[src/rtl/core/vsd_pkg.sv]
// ----------------------------------------------------------------------------
// vsd_pkg - shared types and constants for the varint stream decoder
// Status codes, decoder state and per-byte step result, plus the
// width-code lookup used by the byte step logic.
// ----------------------------------------------------------------------------
package vsd_pkg;

  // Result status codes
  typedef enum logic [1:0] {
    ST_OK    = 2'd0,
    ST_TRUNC = 2'd1,
    ST_LONG  = 2'd2,
    ST_RANGE = 2'd3
  } status_t;

  // Target width codes
  localparam logic [1:0] WCODE_8  = 2'd0;
  localparam logic [1:0] WCODE_16 = 2'd1;
  localparam logic [1:0] WCODE_32 = 2'd2;
  localparam logic [1:0] WCODE_64 = 2'd3;

  localparam int unsigned VALUE_W = 64;
  localparam int unsigned IDX_W   = 4;
  localparam int unsigned CONT_BIT = 7;
  localparam logic [1:0] WCODE_RESET = WCODE_64;
  localparam logic [IDX_W-1:0] MAX_USED = 4'd11;

  // Partial value gathered so far
  typedef struct packed {
    logic [VALUE_W-1:0] acc;
    logic [IDX_W-1:0]   idx;
  } dec_state_t;

  // Outcome of one byte
  typedef struct packed {
    logic               emit;
    status_t            status;
    logic [VALUE_W-1:0] value;
    logic [IDX_W-1:0]   bytes_used;
  } step_res_t;

  // Most bytes a value may take for a width code
  function automatic logic [IDX_W-1:0] max_bytes(input logic [1:0] code);
    logic [IDX_W-1:0] m;
    unique case (code)
      WCODE_8:  m = 4'd2;
      WCODE_16: m = 4'd3;
      WCODE_32: m = 4'd5;
      WCODE_64: m = 4'd10;
      default:  m = 4'd10;
    endcase
    return m;
  endfunction

endpackage

[src/rtl/core/varint_stream_decoder_unit.sv]
// ----------------------------------------------------------------------------
// varint_stream_decoder_unit - unsigned LEB128 varint stream decoder
// Byte-wide input, one result per completed value or error.
// ----------------------------------------------------------------------------
// The block takes one byte per cycle. A byte lands in an input register,
// is merged into the running value by one shift-or and limit check, and any
// result is then written into the output register, whose out_valid rises
// once the value's final byte has passed from the input register into it.
// Sustained rate is one byte per clock; the input register also holds a
// byte while a finished result waits on out_stall, so input only stalls
// when a byte that ends a value meets a full, stalled output register.
// Errors (truncated, too many bytes, out of range) report value zero and
// restart decoding at the next byte. The user must write the target width
// via the cfg port only while idle (unchecked); cfg_ready is always high.
module varint_stream_decoder_unit (
  input  logic        clk,
  input  logic        rst_n,
  // byte input
  input  logic        in_valid,
  output logic        in_stall,
  input  logic [7:0]  in_data_byte,
  input  logic        in_buffer_end,
  // result output
  output logic        out_valid,
  input  logic        out_stall,
  output logic [63:0] out_value,
  output logic [1:0]  out_status,
  output logic [3:0]  out_bytes_used,
  // configuration
  input  logic        cfg_valid,
  output logic        cfg_ready,
  input  logic [1:0]  cfg_target_width_code
);

  logic                s1_valid_r;
  logic [7:0]          s1_byte_r;
  logic                s1_last_r;
  vsd_pkg::dec_state_t st_r;
  vsd_pkg::dec_state_t st_nxt;
  vsd_pkg::step_res_t  res;
  logic [1:0]          wcode_r;
  logic                out_valid_r;
  logic [63:0]         out_value_r;
  logic [1:0]          out_status_r;
  logic [3:0]          out_used_r;
  logic                out_free;
  logic                s1_adv;
  logic                in_take;

  // Per-byte decode
  vsd_byte_step u_step (
    .cur_state  (st_r),
    .data_byte  (s1_byte_r),
    .buffer_end (s1_last_r),
    .wcode      (wcode_r),
    .nxt_state  (st_nxt),
    .res        (res)
  );

  // Flow control: a byte with no result never waits on the output
  assign out_free = !out_valid_r || !out_stall;
  assign s1_adv   = s1_valid_r && (!res.emit || out_free);
  assign in_stall = s1_valid_r && !s1_adv;
  assign in_take  = in_valid && !in_stall;

  // Configuration register
  assign cfg_ready = 1'b1;
  always_ff @(posedge clk) begin
    if (!rst_n) begin
      wcode_r <= vsd_pkg::WCODE_RESET;
    end else if (cfg_valid && cfg_ready) begin
      wcode_r <= cfg_target_width_code;
    end
  end

  // Input register
  always_ff @(posedge clk) begin
    if (!rst_n) begin
      s1_valid_r <= 1'b0;
    end else if (in_take) begin
      s1_valid_r <= 1'b1;
    end else if (s1_adv) begin
      s1_valid_r <= 1'b0;
    end
  end

  always_ff @(posedge clk) begin
    if (in_take) begin
      s1_byte_r <= in_data_byte;
      s1_last_r <= in_buffer_end;
    end
  end

  // Decoder state advances with each processed byte
  always_ff @(posedge clk) begin
    if (!rst_n) begin
      st_r <= '0;
    end else if (s1_adv) begin
      st_r <= st_nxt;
    end
  end

  // Output register
  always_ff @(posedge clk) begin
    if (!rst_n) begin
      out_valid_r <= 1'b0;
    end else if (s1_adv && res.emit) begin
      out_valid_r <= 1'b1;
    end else if (!out_stall) begin
      out_valid_r <= 1'b0;
    end
  end

  always_ff @(posedge clk) begin
    if (s1_adv && res.emit) begin
      out_value_r  <= res.value;
      out_status_r <= res.status;
      out_used_r   <= res.bytes_used;
    end
  end

  assign out_valid      = out_valid_r;
  assign out_value      = out_value_r;
  assign out_status     = out_status_r;
  assign out_bytes_used = out_used_r;

  // Checks
  a_err_zero: assert property (@(posedge clk) disable iff (!rst_n)
    out_valid && (out_status != 2'(vsd_pkg::ST_OK)) |-> out_value == 64'd0)
    else $error("error result carries a nonzero value");

  a_used_range: assert property (@(posedge clk) disable iff (!rst_n)
    out_valid |-> (out_bytes_used != 4'd0) && (out_bytes_used <= vsd_pkg::MAX_USED))
    else $error("bytes_used out of range");

  a_idx_bound: assert property (@(posedge clk) disable iff (!rst_n)
    st_r.idx <= 4'd10)
    else $error("byte index past ten");

  a_stall_cause: assert property (@(posedge clk) disable iff (!rst_n)
    in_stall |-> s1_valid_r && res.emit && out_valid_r && out_stall)
    else $error("input stalled without a blocked result");

endmodule

[src/rtl/core/vsd_byte_step.sv]
// ----------------------------------------------------------------------------
// vsd_byte_step - one byte of LEB128 decoding
// Combinational: merges the byte's payload into the partial value, checks
// length and range limits, and decides whether a result leaves.
// ----------------------------------------------------------------------------
module vsd_byte_step (
  input  vsd_pkg::dec_state_t cur_state,
  input  logic [7:0]          data_byte,
  input  logic                buffer_end,
  input  logic [1:0]          wcode,
  output vsd_pkg::dec_state_t nxt_state,
  output vsd_pkg::step_res_t  res
);

  logic [vsd_pkg::IDX_W-1:0]   used;
  logic                        too_long;
  logic [6:0]                  shamt_wide;
  logic [5:0]                  shamt;
  logic [vsd_pkg::VALUE_W-1:0] acc_or;
  logic                        over;

  // Byte count including this one; index never passes 10
  assign used     = cur_state.idx + 4'd1;
  assign too_long = used > vsd_pkg::max_bytes(wcode);

  // Shift of 7 * index; only used while index <= 9, so it fits 6 bits
  assign shamt_wide = {cur_state.idx, 3'b000} - {3'b000, cur_state.idx};
  assign shamt      = shamt_wide[5:0];

  // Payload bits above bit 63 fall off the top
  assign acc_or = cur_state.acc |
                  ({{(vsd_pkg::VALUE_W-7){1'b0}}, data_byte[6:0]} << shamt);

  // Range check against the target width
  always_comb begin
    unique case (wcode)
      vsd_pkg::WCODE_8:  over = |acc_or[63:8];
      vsd_pkg::WCODE_16: over = |acc_or[63:16];
      vsd_pkg::WCODE_32: over = |acc_or[63:32];
      vsd_pkg::WCODE_64: over = 1'b0;
      default:           over = 1'b0;
    endcase
  end

  // Outcome and next partial state
  always_comb begin
    res.emit       = 1'b0;
    res.status     = vsd_pkg::ST_OK;
    res.value      = '0;
    res.bytes_used = used;
    nxt_state.acc  = '0;
    nxt_state.idx  = '0;
    if (too_long) begin
      res.emit   = 1'b1;
      res.status = vsd_pkg::ST_LONG;
    end else if (!data_byte[vsd_pkg::CONT_BIT]) begin
      res.emit = 1'b1;
      if (over) begin
        res.status = vsd_pkg::ST_RANGE;
      end else begin
        res.value = acc_or;
      end
    end else if (buffer_end) begin
      res.emit   = 1'b1;
      res.status = vsd_pkg::ST_TRUNC;
    end else begin
      nxt_state.acc = acc_or;
      nxt_state.idx = used;
    end
  end

endmodule

[config.mk]
export PLATFORM = sky130hd
export DESIGN_NAME = varint_stream_decoder_unit
export DESIGN_NICKNAME = d
export VERILOG_FILES = /design/src/rtl/core/vsd_pkg.sv /design/src/rtl/core/varint_stream_decoder_unit.sv /design/src/rtl/core/vsd_byte_step.sv
export SDC_FILE = /design/constraint.sdc
export NUM_CORES = 1
export LEC_CHECK = 0
export BUFFER_PORTS_ARGS = -buffer_cell sky130_fd_sc_hd__buf_2
export CORE_MARGIN = 1.5
export CORE_UTILIZATION = 50
export DETAILED_ROUTE_END_ITERATION = 10
export PLACE_DENSITY = 0.8
export SYNTH_ARGS = -nofsm -noshare
export SYNTH_HDL_FRONTEND = slang
export SYNTH_HIERARCHICAL = 1
export SYNTH_SLANG_ARGS = --single-unit
[constraint.sdc]
create_clock -name clk -period 8.3 [get_ports clk]
set_clock_uncertainty 0.15 [all_clocks]
set_input_delay 1.66 -clock clk [delete_from_list [all_inputs] [get_ports clk]]
set_output_delay 1.66 -clock clk [all_outputs]
set_load 0.01 [all_outputs]
* Yosys cells after proc, flatten, opt, wreduce, memory -nomap -nowiden
Cells that the tools add are included.
** Word-level totals
- Memory bits (writable) :: 0
- Bits in read-only memories :: 0
- Bits in latches :: 0
- Output and inout port bits :: 73
- Bits in registers :: 151
- Memories kept :: 0
- Input bits :: 16
- Word-level logic and storage cells :: 49
** Cells by class
- $mul :: 0
- Bitwise operators :: 1
- Divide/modulo/power cells :: 0
- Add/sub/neg operators :: 2
- Equality and inequality tests :: 4
- Magnitude comparators :: 1
- Mux-type cells :: 13
- Shifts and indexed selects :: 1
- Reductions and logical operators :: 17
** Operators by type and width (number)
- $mux W68 :: 3
- $or A64 B64 Y64 :: 1
- $shl A7 B6 Y64 :: 1
- $reduce_or A56 Y1 :: 1
- $reduce_or A48 Y1 :: 1
- $reduce_or A32 Y1 :: 1
- $pmux W4 S4 :: 1
- $mux W3 :: 3
- $sub A6 B4 Y6 :: 1
- $logic_not A1 Y1 :: 5
- $add A4 B1 Y4 const B :: 1
- $eq A2 B2 Y1 const B :: 2
- $gt A4 B4 Y1 :: 1
- $logic_and A1 B1 Y1 :: 4
- $mux W1 :: 4
- $pmux W1 S4 :: 1
- $reduce_or A3 Y1 :: 1
- $eq A2 B1 Y1 const B :: 1
- $logic_not A2 Y1 :: 1
- $logic_or A1 B1 Y1 :: 2
- $mux W2 :: 1
- $ne A2 B1 Y1 const B :: 1
- $reduce_bool A2 Y1 :: 1

* Longest topological paths before layout
Gate-level depths: netlist (run 1).
- Depth after elaboration :: 16
- Depth in mapped cells :: 18
- Gate-level depth less buffers :: 12

* By module
Netlist (run 1), hierarchy kept.
** By module, submodules not included
- varint_stream_decoder_unit :: cells each 393, area an instance 5226.3 um2, seq. area each 3813.7 um2, instances 1
- vsd_byte_step :: cells each 471, area an instance 3228.1 um2, seq. area each 0.0 um2, instances 1

* Least setup slack after synthesis (run 1)
OpenSTA, ideal clock, no wires.
- Path type :: flip-flop to flip-flop
- Start point :: reg st_r[1] (netlist bit)
- End point :: reg out_used_r[0], in the netlist out_bytes_used[0], enable pin
- Arrival time :: 4.745 ns
- Slack :: 2.969 ns
- Library setup time :: 0.436 ns
- Data required time :: 7.714 ns
- Cell stages (with the launch flop) :: 16
- Path through :: dfxtp_1 buf_2 buf_4 buf_2 inv_1 ha_1 buf_6 clkbuf_1 maj3_1 a21o_1 a21oi_1 a41oi_1 or3b_2 clkbuf_1 clkbuf_1 and3_1
** RTL lines
- start, declared :: RTL line varint_stream_decoder_unit.sv:38 : vsd_pkg::dec_state_t st_r;
- start signal, assigned :: RTL line varint_stream_decoder_unit.sv:99 : st_r <= st_nxt;
- end signal, assigned :: RTL line varint_stream_decoder_unit.sv:118 : out_used_r <= res.bytes_used;
- end, declared :: RTL line varint_stream_decoder_unit.sv:45 : logic [3:0] out_used_r;

==> reports/summary.txt, run 1 <==
H-tree Lvls = 4
PD cells = 193 nW/µm²
Initial antenna violation count = 0
Vias = 6747
Cts hold-fix bufs = 0
Synth unique cells = 80
Maxcap violations = 0
GR peak layer = met2
Gpl congestion = 0.972
Final Non-Filler Cells = 1144
LEAKAGE = 3.32 nW
Setup TNS = 0 ns
Synthesized area per cell = 9.79 µm²
Num Clock Sinks = 151
Slew headroom = 27.8%
Gate Count Post-Synth = 864
Shortest period the worst path allows = 6.21 ns
Total power = 1.83 mW
Status = complete, no violations
Resized Gates After CTS = 0
Die W = 133 µm
Synthesized Nets = 890
Final setup violation count = 0
Setup WS pre-CTS = 2.63 ns
Final #Nets = 937
Clock buffer depth = 2
Dpl cells = 1112
FFs w/ async S/R, synth = 0%
Critical Path AT = 4.40 ns
Router iterations before antenna repair = 5
IO Count = 89
Fin. max-slew vios = 0
Crit path buf inv count = 2
Final WL = 21000 µm
Delay-heaviest family, CP = adder cells
Post-synthesis sequential area ratio = 45.1%
Die area = 17700 µm²
Layout cell share with drive strength beyond 1 = 24.5%
Largest net degree at the start of global routing = 115
Number of diodes = 0
Vias per cell = 5.90
GRT met1 Usage = 32.8%
Worst-path clk slew = 0.07 ns
FF+latch area = 3810 µm²
Final worst-path setup slack = 2.09 ns
Setup crit start kind = register
Rows = 47
CTS tree = done
Synth Register Bits = 151
Core area = 16500 µm²
Synth Flop Type = edfxtp_1
Vias in the first global route = 6193
Drt drc = 0
Kind of critical path = reg -> out
Filler cells = 1404
Hold Slack = 0.306 ns
First-pass GRT wire length = 33300 µm
Gr ovfl total = 0
Peak supply drop = 0.131 mV
Final hold violation count = 0
Crit path max-delay cell type = dfxtp_1
Least-Margin Pin Slew = 1.08 ns
CTS root buf = clkbuf_16
Largest incremental delay on the critical path = 1.00 ns
Ordered list of cells on the worst path = inv_1 > ha_1 > maj3_1 > a21o_1 > a21oi_1 > a41oi_1 > or3b_2 > nand2_1 > nor2_1 > buf_2
GR Util met2 = 36.7%
Multi-input logic area = 4220 µm²
Critical Path RT = 6.49 ns
Worst setup EP type = output port
Initial DRC count = 847
DR WL/cell = 18.4 µm
Postcts setup bufs = 0
Port Buffers = 87
Period utilisation layout = 74.8%
Routed Antenna Nets = 0
Post-synth EDFFs = 79
Post-Syn Area = 8450 µm²
RSZ-0062 raised after global routing = no
Area growth syn-to-layout = 12.3%
Starting Density = 51.2%
Grt met3 use = 5.33%
CTS Buf Count = 17
Clock latency on the worst-skew pair = 0.43 ns
Critical Path Fanout Max = 32
Global-route usage over all layers = 24.2%
Y dimension of the die = 133 µm
Achievable Freq = 0.161 GHz
YS warnings = 6
Hold Crit Class = reg -> reg
DP HPWL = 13700 µm
area by class of cell:
cell class,instances,share of cell area (%)
multi-input combinational,632,44.4
sequential,151,40.2
tap,220,2.90
inverter,12,0.474
clock buffer,18,4.52
timing repair buffer,97,5.53
clock inverter,14,2.03
worst register-to-register path, delay by kind of cell, from the launching register on:
kind / cells / cell delay, ns
compound gates: 4 / 1.22
fa+ha+maj: 2 / 1.12
buf+inv: 2 / 1.04
flops: 1 / 1.00
simple gates: 1 / 0.79
mux: 1 / 0.31
per-stage QoR:
stage / util [%] / area, µm²
finish: 57.5 / 9500
global route: 57.5 / 9500
CTS: 57.5 / 9500
detailed placement: 53.7 / 8880
global placement: 53.7 / 8880
floorplan: - / 8450
final timing paths:
check | from | end | slack, ns | cells after the start
worst max-delay path | st_r[1] | in_stall | 2.09 | 10
worst min-delay path | st_r[67] | st_r[67] | 0.31 | 2
worst max register to register | st_r[1] | st_r[57] | 2.60 | 10
worst min register to register | st_r[67] | st_r[67] | 0.31 | 2
where the power goes:
| part | leakage, nW | internal [mW] | switching, mW |
|---|---|---|---|
| logic | 1.71 | 0.0623 | 0.140 |
| clock network | 0.306 | 0.483 | 0.328 |
| registers | 1.30 | 0.807 | 0.00879 |
| total | 3.32 | 1.35 | 0.477 |
flip-flops by register name, summed over array words and instances, names as in the netlist:
register / cells
out_bytes_used: 4
out_status: 2
out_valid: 1
out_value: 64
s1_byte_r: 8
s1_last_r: 1
s1_valid_r: 1
st_r: 68
wcode_r: 2
cells in the mapped netlist, drive strengths merged (3+ instances only):
library cell / number / area share (%)
o21ai: 15 / 0.89
a211oi: 3 / 0.27
nor2: 85 / 3.8
inv: 11 / 0.49
and2: 5 / 0.37
nand4: 6 / 0.44
dfxtp: 72 / 17
ha: 10 / 1.5
mux2: 8 / 1.2
or4: 5 / 0.53
mux2i: 78 / 9.2
nor4: 7 / 0.59
nand3: 11 / 0.65
buf: 47 / 3.6
o22ai: 3 / 0.22
a221oi: 16 / 2.1
a22o: 3 / 0.31
or2: 6 / 0.44
nor3: 79 / 8.2
nand2: 153 / 6.8
a21boi: 4 / 0.36
clkbuf: 22 / 0.99
and3: 5 / 0.37
xnor2: 3 / 0.40
nor2b: 9 / 0.67
xor2: 3 / 0.40
a21oi: 57 / 3.6
o31ai: 3 / 0.27
edfxtp: 79 / 28
o21a: 4 / 0.36
nand2b: 8 / 0.59
cell usage in the layout (no fill, tap or decap), types with 3 or more instances in the layout:
master	instances
a21oi_1	54
o31ai_1	3
inv_1	10
or2_2	4
nor4_1	6
nor3_1	20
mux2i_1	78
a22o_1	3
o22ai_1	3
a21boi_0	4
bufinv_16	3
nor3_2	59
clkinv_4	6
nand2_1	153
o21ai_1	5
and3_1	4
buf_2	86
o21a_1	4
edfxtp_1	79
mux2_2	6
nor2_1	85
clkbuf_16	17
nand3_1	11
ha_1	10
a221oi_2	6
buf_4	10
a221oi_1	10
a211oi_1	3
nand2b_1	8
dfxtp_1	72
or4_1	3
nor2b_1	9
o21ai_0	10
inv_8	4
nand4_1	6
and2_1	5
metal layers:
metal  vias to the layer above  part of all wire [%]  wire length [µm]
li1                       3182                     -                 -
met1                      3180                    44              9180
met2                       322                    45              9370
met3                        63                   8.1              1700
met4                         0                   3.7               788
met5                         -                     0                 0
kinds of logic after synthesis:
group                    count (synthesis)  share of synthesized area, %
AO/OA/AOI/OAI                          131                          11.4
adder cells (fa/ha/maj)                 11                          1.60
other                                    1                        0.0444
multiplexers                            88                          10.9
XOR/XNOR                                 6                         0.799
flip-flops                             151                          45.1
AND/OR/NAND/NOR                        395                          25.0
buffers and inverters                   81                          5.16
Note: power is estimated with default switching activity, not from simulation.
==> run 2: changes to the inputs <==
- clock period: 8.3 -> 5.9 ns (I/O delays scaled with it)
==> reports/summary.txt, run 2 (synthesized netlist as in run 1, its figures left out) <==
CTS Buf Count = 17
CTS tree = done
Die area = 17700 µm²
Critical Path AT = 4.83 ns
Min-delay src = st_r[61]
Status = complete, no violations
Starting Density = 51.2%
Slew headroom = 25.6%
Cts hold-fix bufs = 0
Shortest period the worst path allows = 4.85 ns
Critical Path Fanout Max = 38
Filler cells = 1380
R2r startpoint = st_r[0]
Vias per cell = 5.93
Number of diodes = 0
Largest net degree at the start of global routing = 82
Max FFs per register = 68
Maxcap violations = 0
Critical Path RT = 5.88 ns
Setup slack, reg-to-reg = 1.05 ns
Most common cell after layout, fill and taps aside = nand2_1
LEAKAGE = 3.31 nW
DP HPWL = 14100 µm
Final setup violation count = 0
R2r worst-path depth = 12
Kind of critical path = reg -> reg
Dpl cells = 1115
Gr ovfl total = 0
FF+latch area = 3810 µm²
Gpl congestion = 0.958
Setup crit start kind = register
Worst setup EP type = register
IO Count = 89
Vias = 6804
Multi-input logic area = 4220 µm²
Drt drc = 0
Num Clock Sinks = 151
Clock buffer depth = 2
Final #Nets = 940
Clock latency on the worst-skew pair = 0.43 ns
Setup TNS = 0 ns
Final core occ = 57.5%
Worst-path clk slew = 0.06 ns
Final WL = 21500 µm
Initial DRC count = 861
Port Buffers = 87
DR WL/cell = 18.8 µm
Postcts setup bufs = 0
Core area = 16500 µm²
Achievable Freq = 0.206 GHz
CTS root buf = clkbuf_16
Least-Margin Pin Slew = 1.12 ns
Final hold violation count = 0
Period utilisation layout = 82.1%
Layout cell share with drive strength beyond 1 = 24.7%
Final Non-Filler Cells = 1147
Reg with most FFs = st_r
Area growth syn-to-layout = 12.4%
FF-to-FF End = out_value[26]
First-pass GRT wire length = 33500 µm
Global-route usage over all layers = 24.5%
Rows = 47
Vias in the first global route = 6356
Total power = 2.52 mW
Y dimension of the die = 133 µm
RSZ-0062 raised after global routing = no
Hold Crit Class = reg -> reg
Design Area, Final = 9500 µm²
Worst hold path depth = 2
Most frequent cells in the layout = 153 x nand2_1, 86 x buf_2, 85 x nor2_1
Resized Gates After CTS = 0
H-tree Lvls = 4
Peak supply drop = 0.184 mV
Router iterations before antenna repair = 6
Hold endpoint = st_r[61]
Fin. max-slew vios = 0
Routed Antenna Nets = 0
PD cells = 265 nW/µm²
Initial antenna violation count = 0
Placed inst area = 8910 µm²
Die W = 133 µm
-- run 2: power by group --
part           internal [mW]  switching (mW)  total, mW  leakage (nW)
Sequential              1.13          0.0122       1.15          1.30
Combinational         0.0877           0.200      0.287          1.73
Clock                  0.639           0.442       1.08         0.285
Total                   1.86           0.654       2.52          3.31
-- run 2: worst max path at each step --
stage / start / endpoint / slack (ns) / cells after the start
floorplan: st_r[1] / out_bytes_used[0] / 0.57 / 15
global placement: st_r[0] / out_value[61] / 1.27 / 12
detailed placement: st_r[0] / out_value[26] / 1.08 / 12
CTS: st_r[0] / out_value[26] / 1.09 / 12
global route: st_r[0] / out_value[26] / 0.80 / 12
finish: st_r[0] / out_value[26] / 1.05 / 12
-- run 2: cell type report --
class,count,area share (%)
Multi-Input combinational cell,632,44.4
Inverter,12,0.474
Clock inverter,13,1.57
Clock buffer,19,4.66
Timing Repair Buffer,100,5.90
Sequential cell,151,40.1
Tap cell,220,2.90
-- run 2: routing by layer --
layer	wire length, µm	GRT usage (%)	up-vias	part of all wire (%)
met5	0	0	-	0
met3	1890	5.48	71	8.8
met2	9870	38.6	328	46
met4	852	12.5	0	4.0
li1	-	-	3190	-
met1	8900	31.8	3215	41
-- run 2: critical path, cell delays in order, from the launching register on --
cell,delay [ns]
dfxtp_1,0.33
buf_4,0.34
ha_1,0.55
or4_1,0.61
a211oi_1,0.24
a2bb2oi_1,0.68
nor2_1,0.10
and4b_1,0.22
o2111ai_2,0.32
o41ai_4,0.15
a21oi_4,0.16
buf_4,0.52
nor3_1,0.15
-- run 2: stage by stage --
| step | hold WS (ns) | setup slack, ns |
|---|---|---|
| final | 0.309 | 1.05 |
| after global routing | 0.325 | 0.796 |
| after CTS | 0.307 | 1.09 |
| after detailed placement | 0.298 | 1.08 |
| after global placement | 0.291 | 1.27 |
| after floorplan | 0.284 | 0.569 |
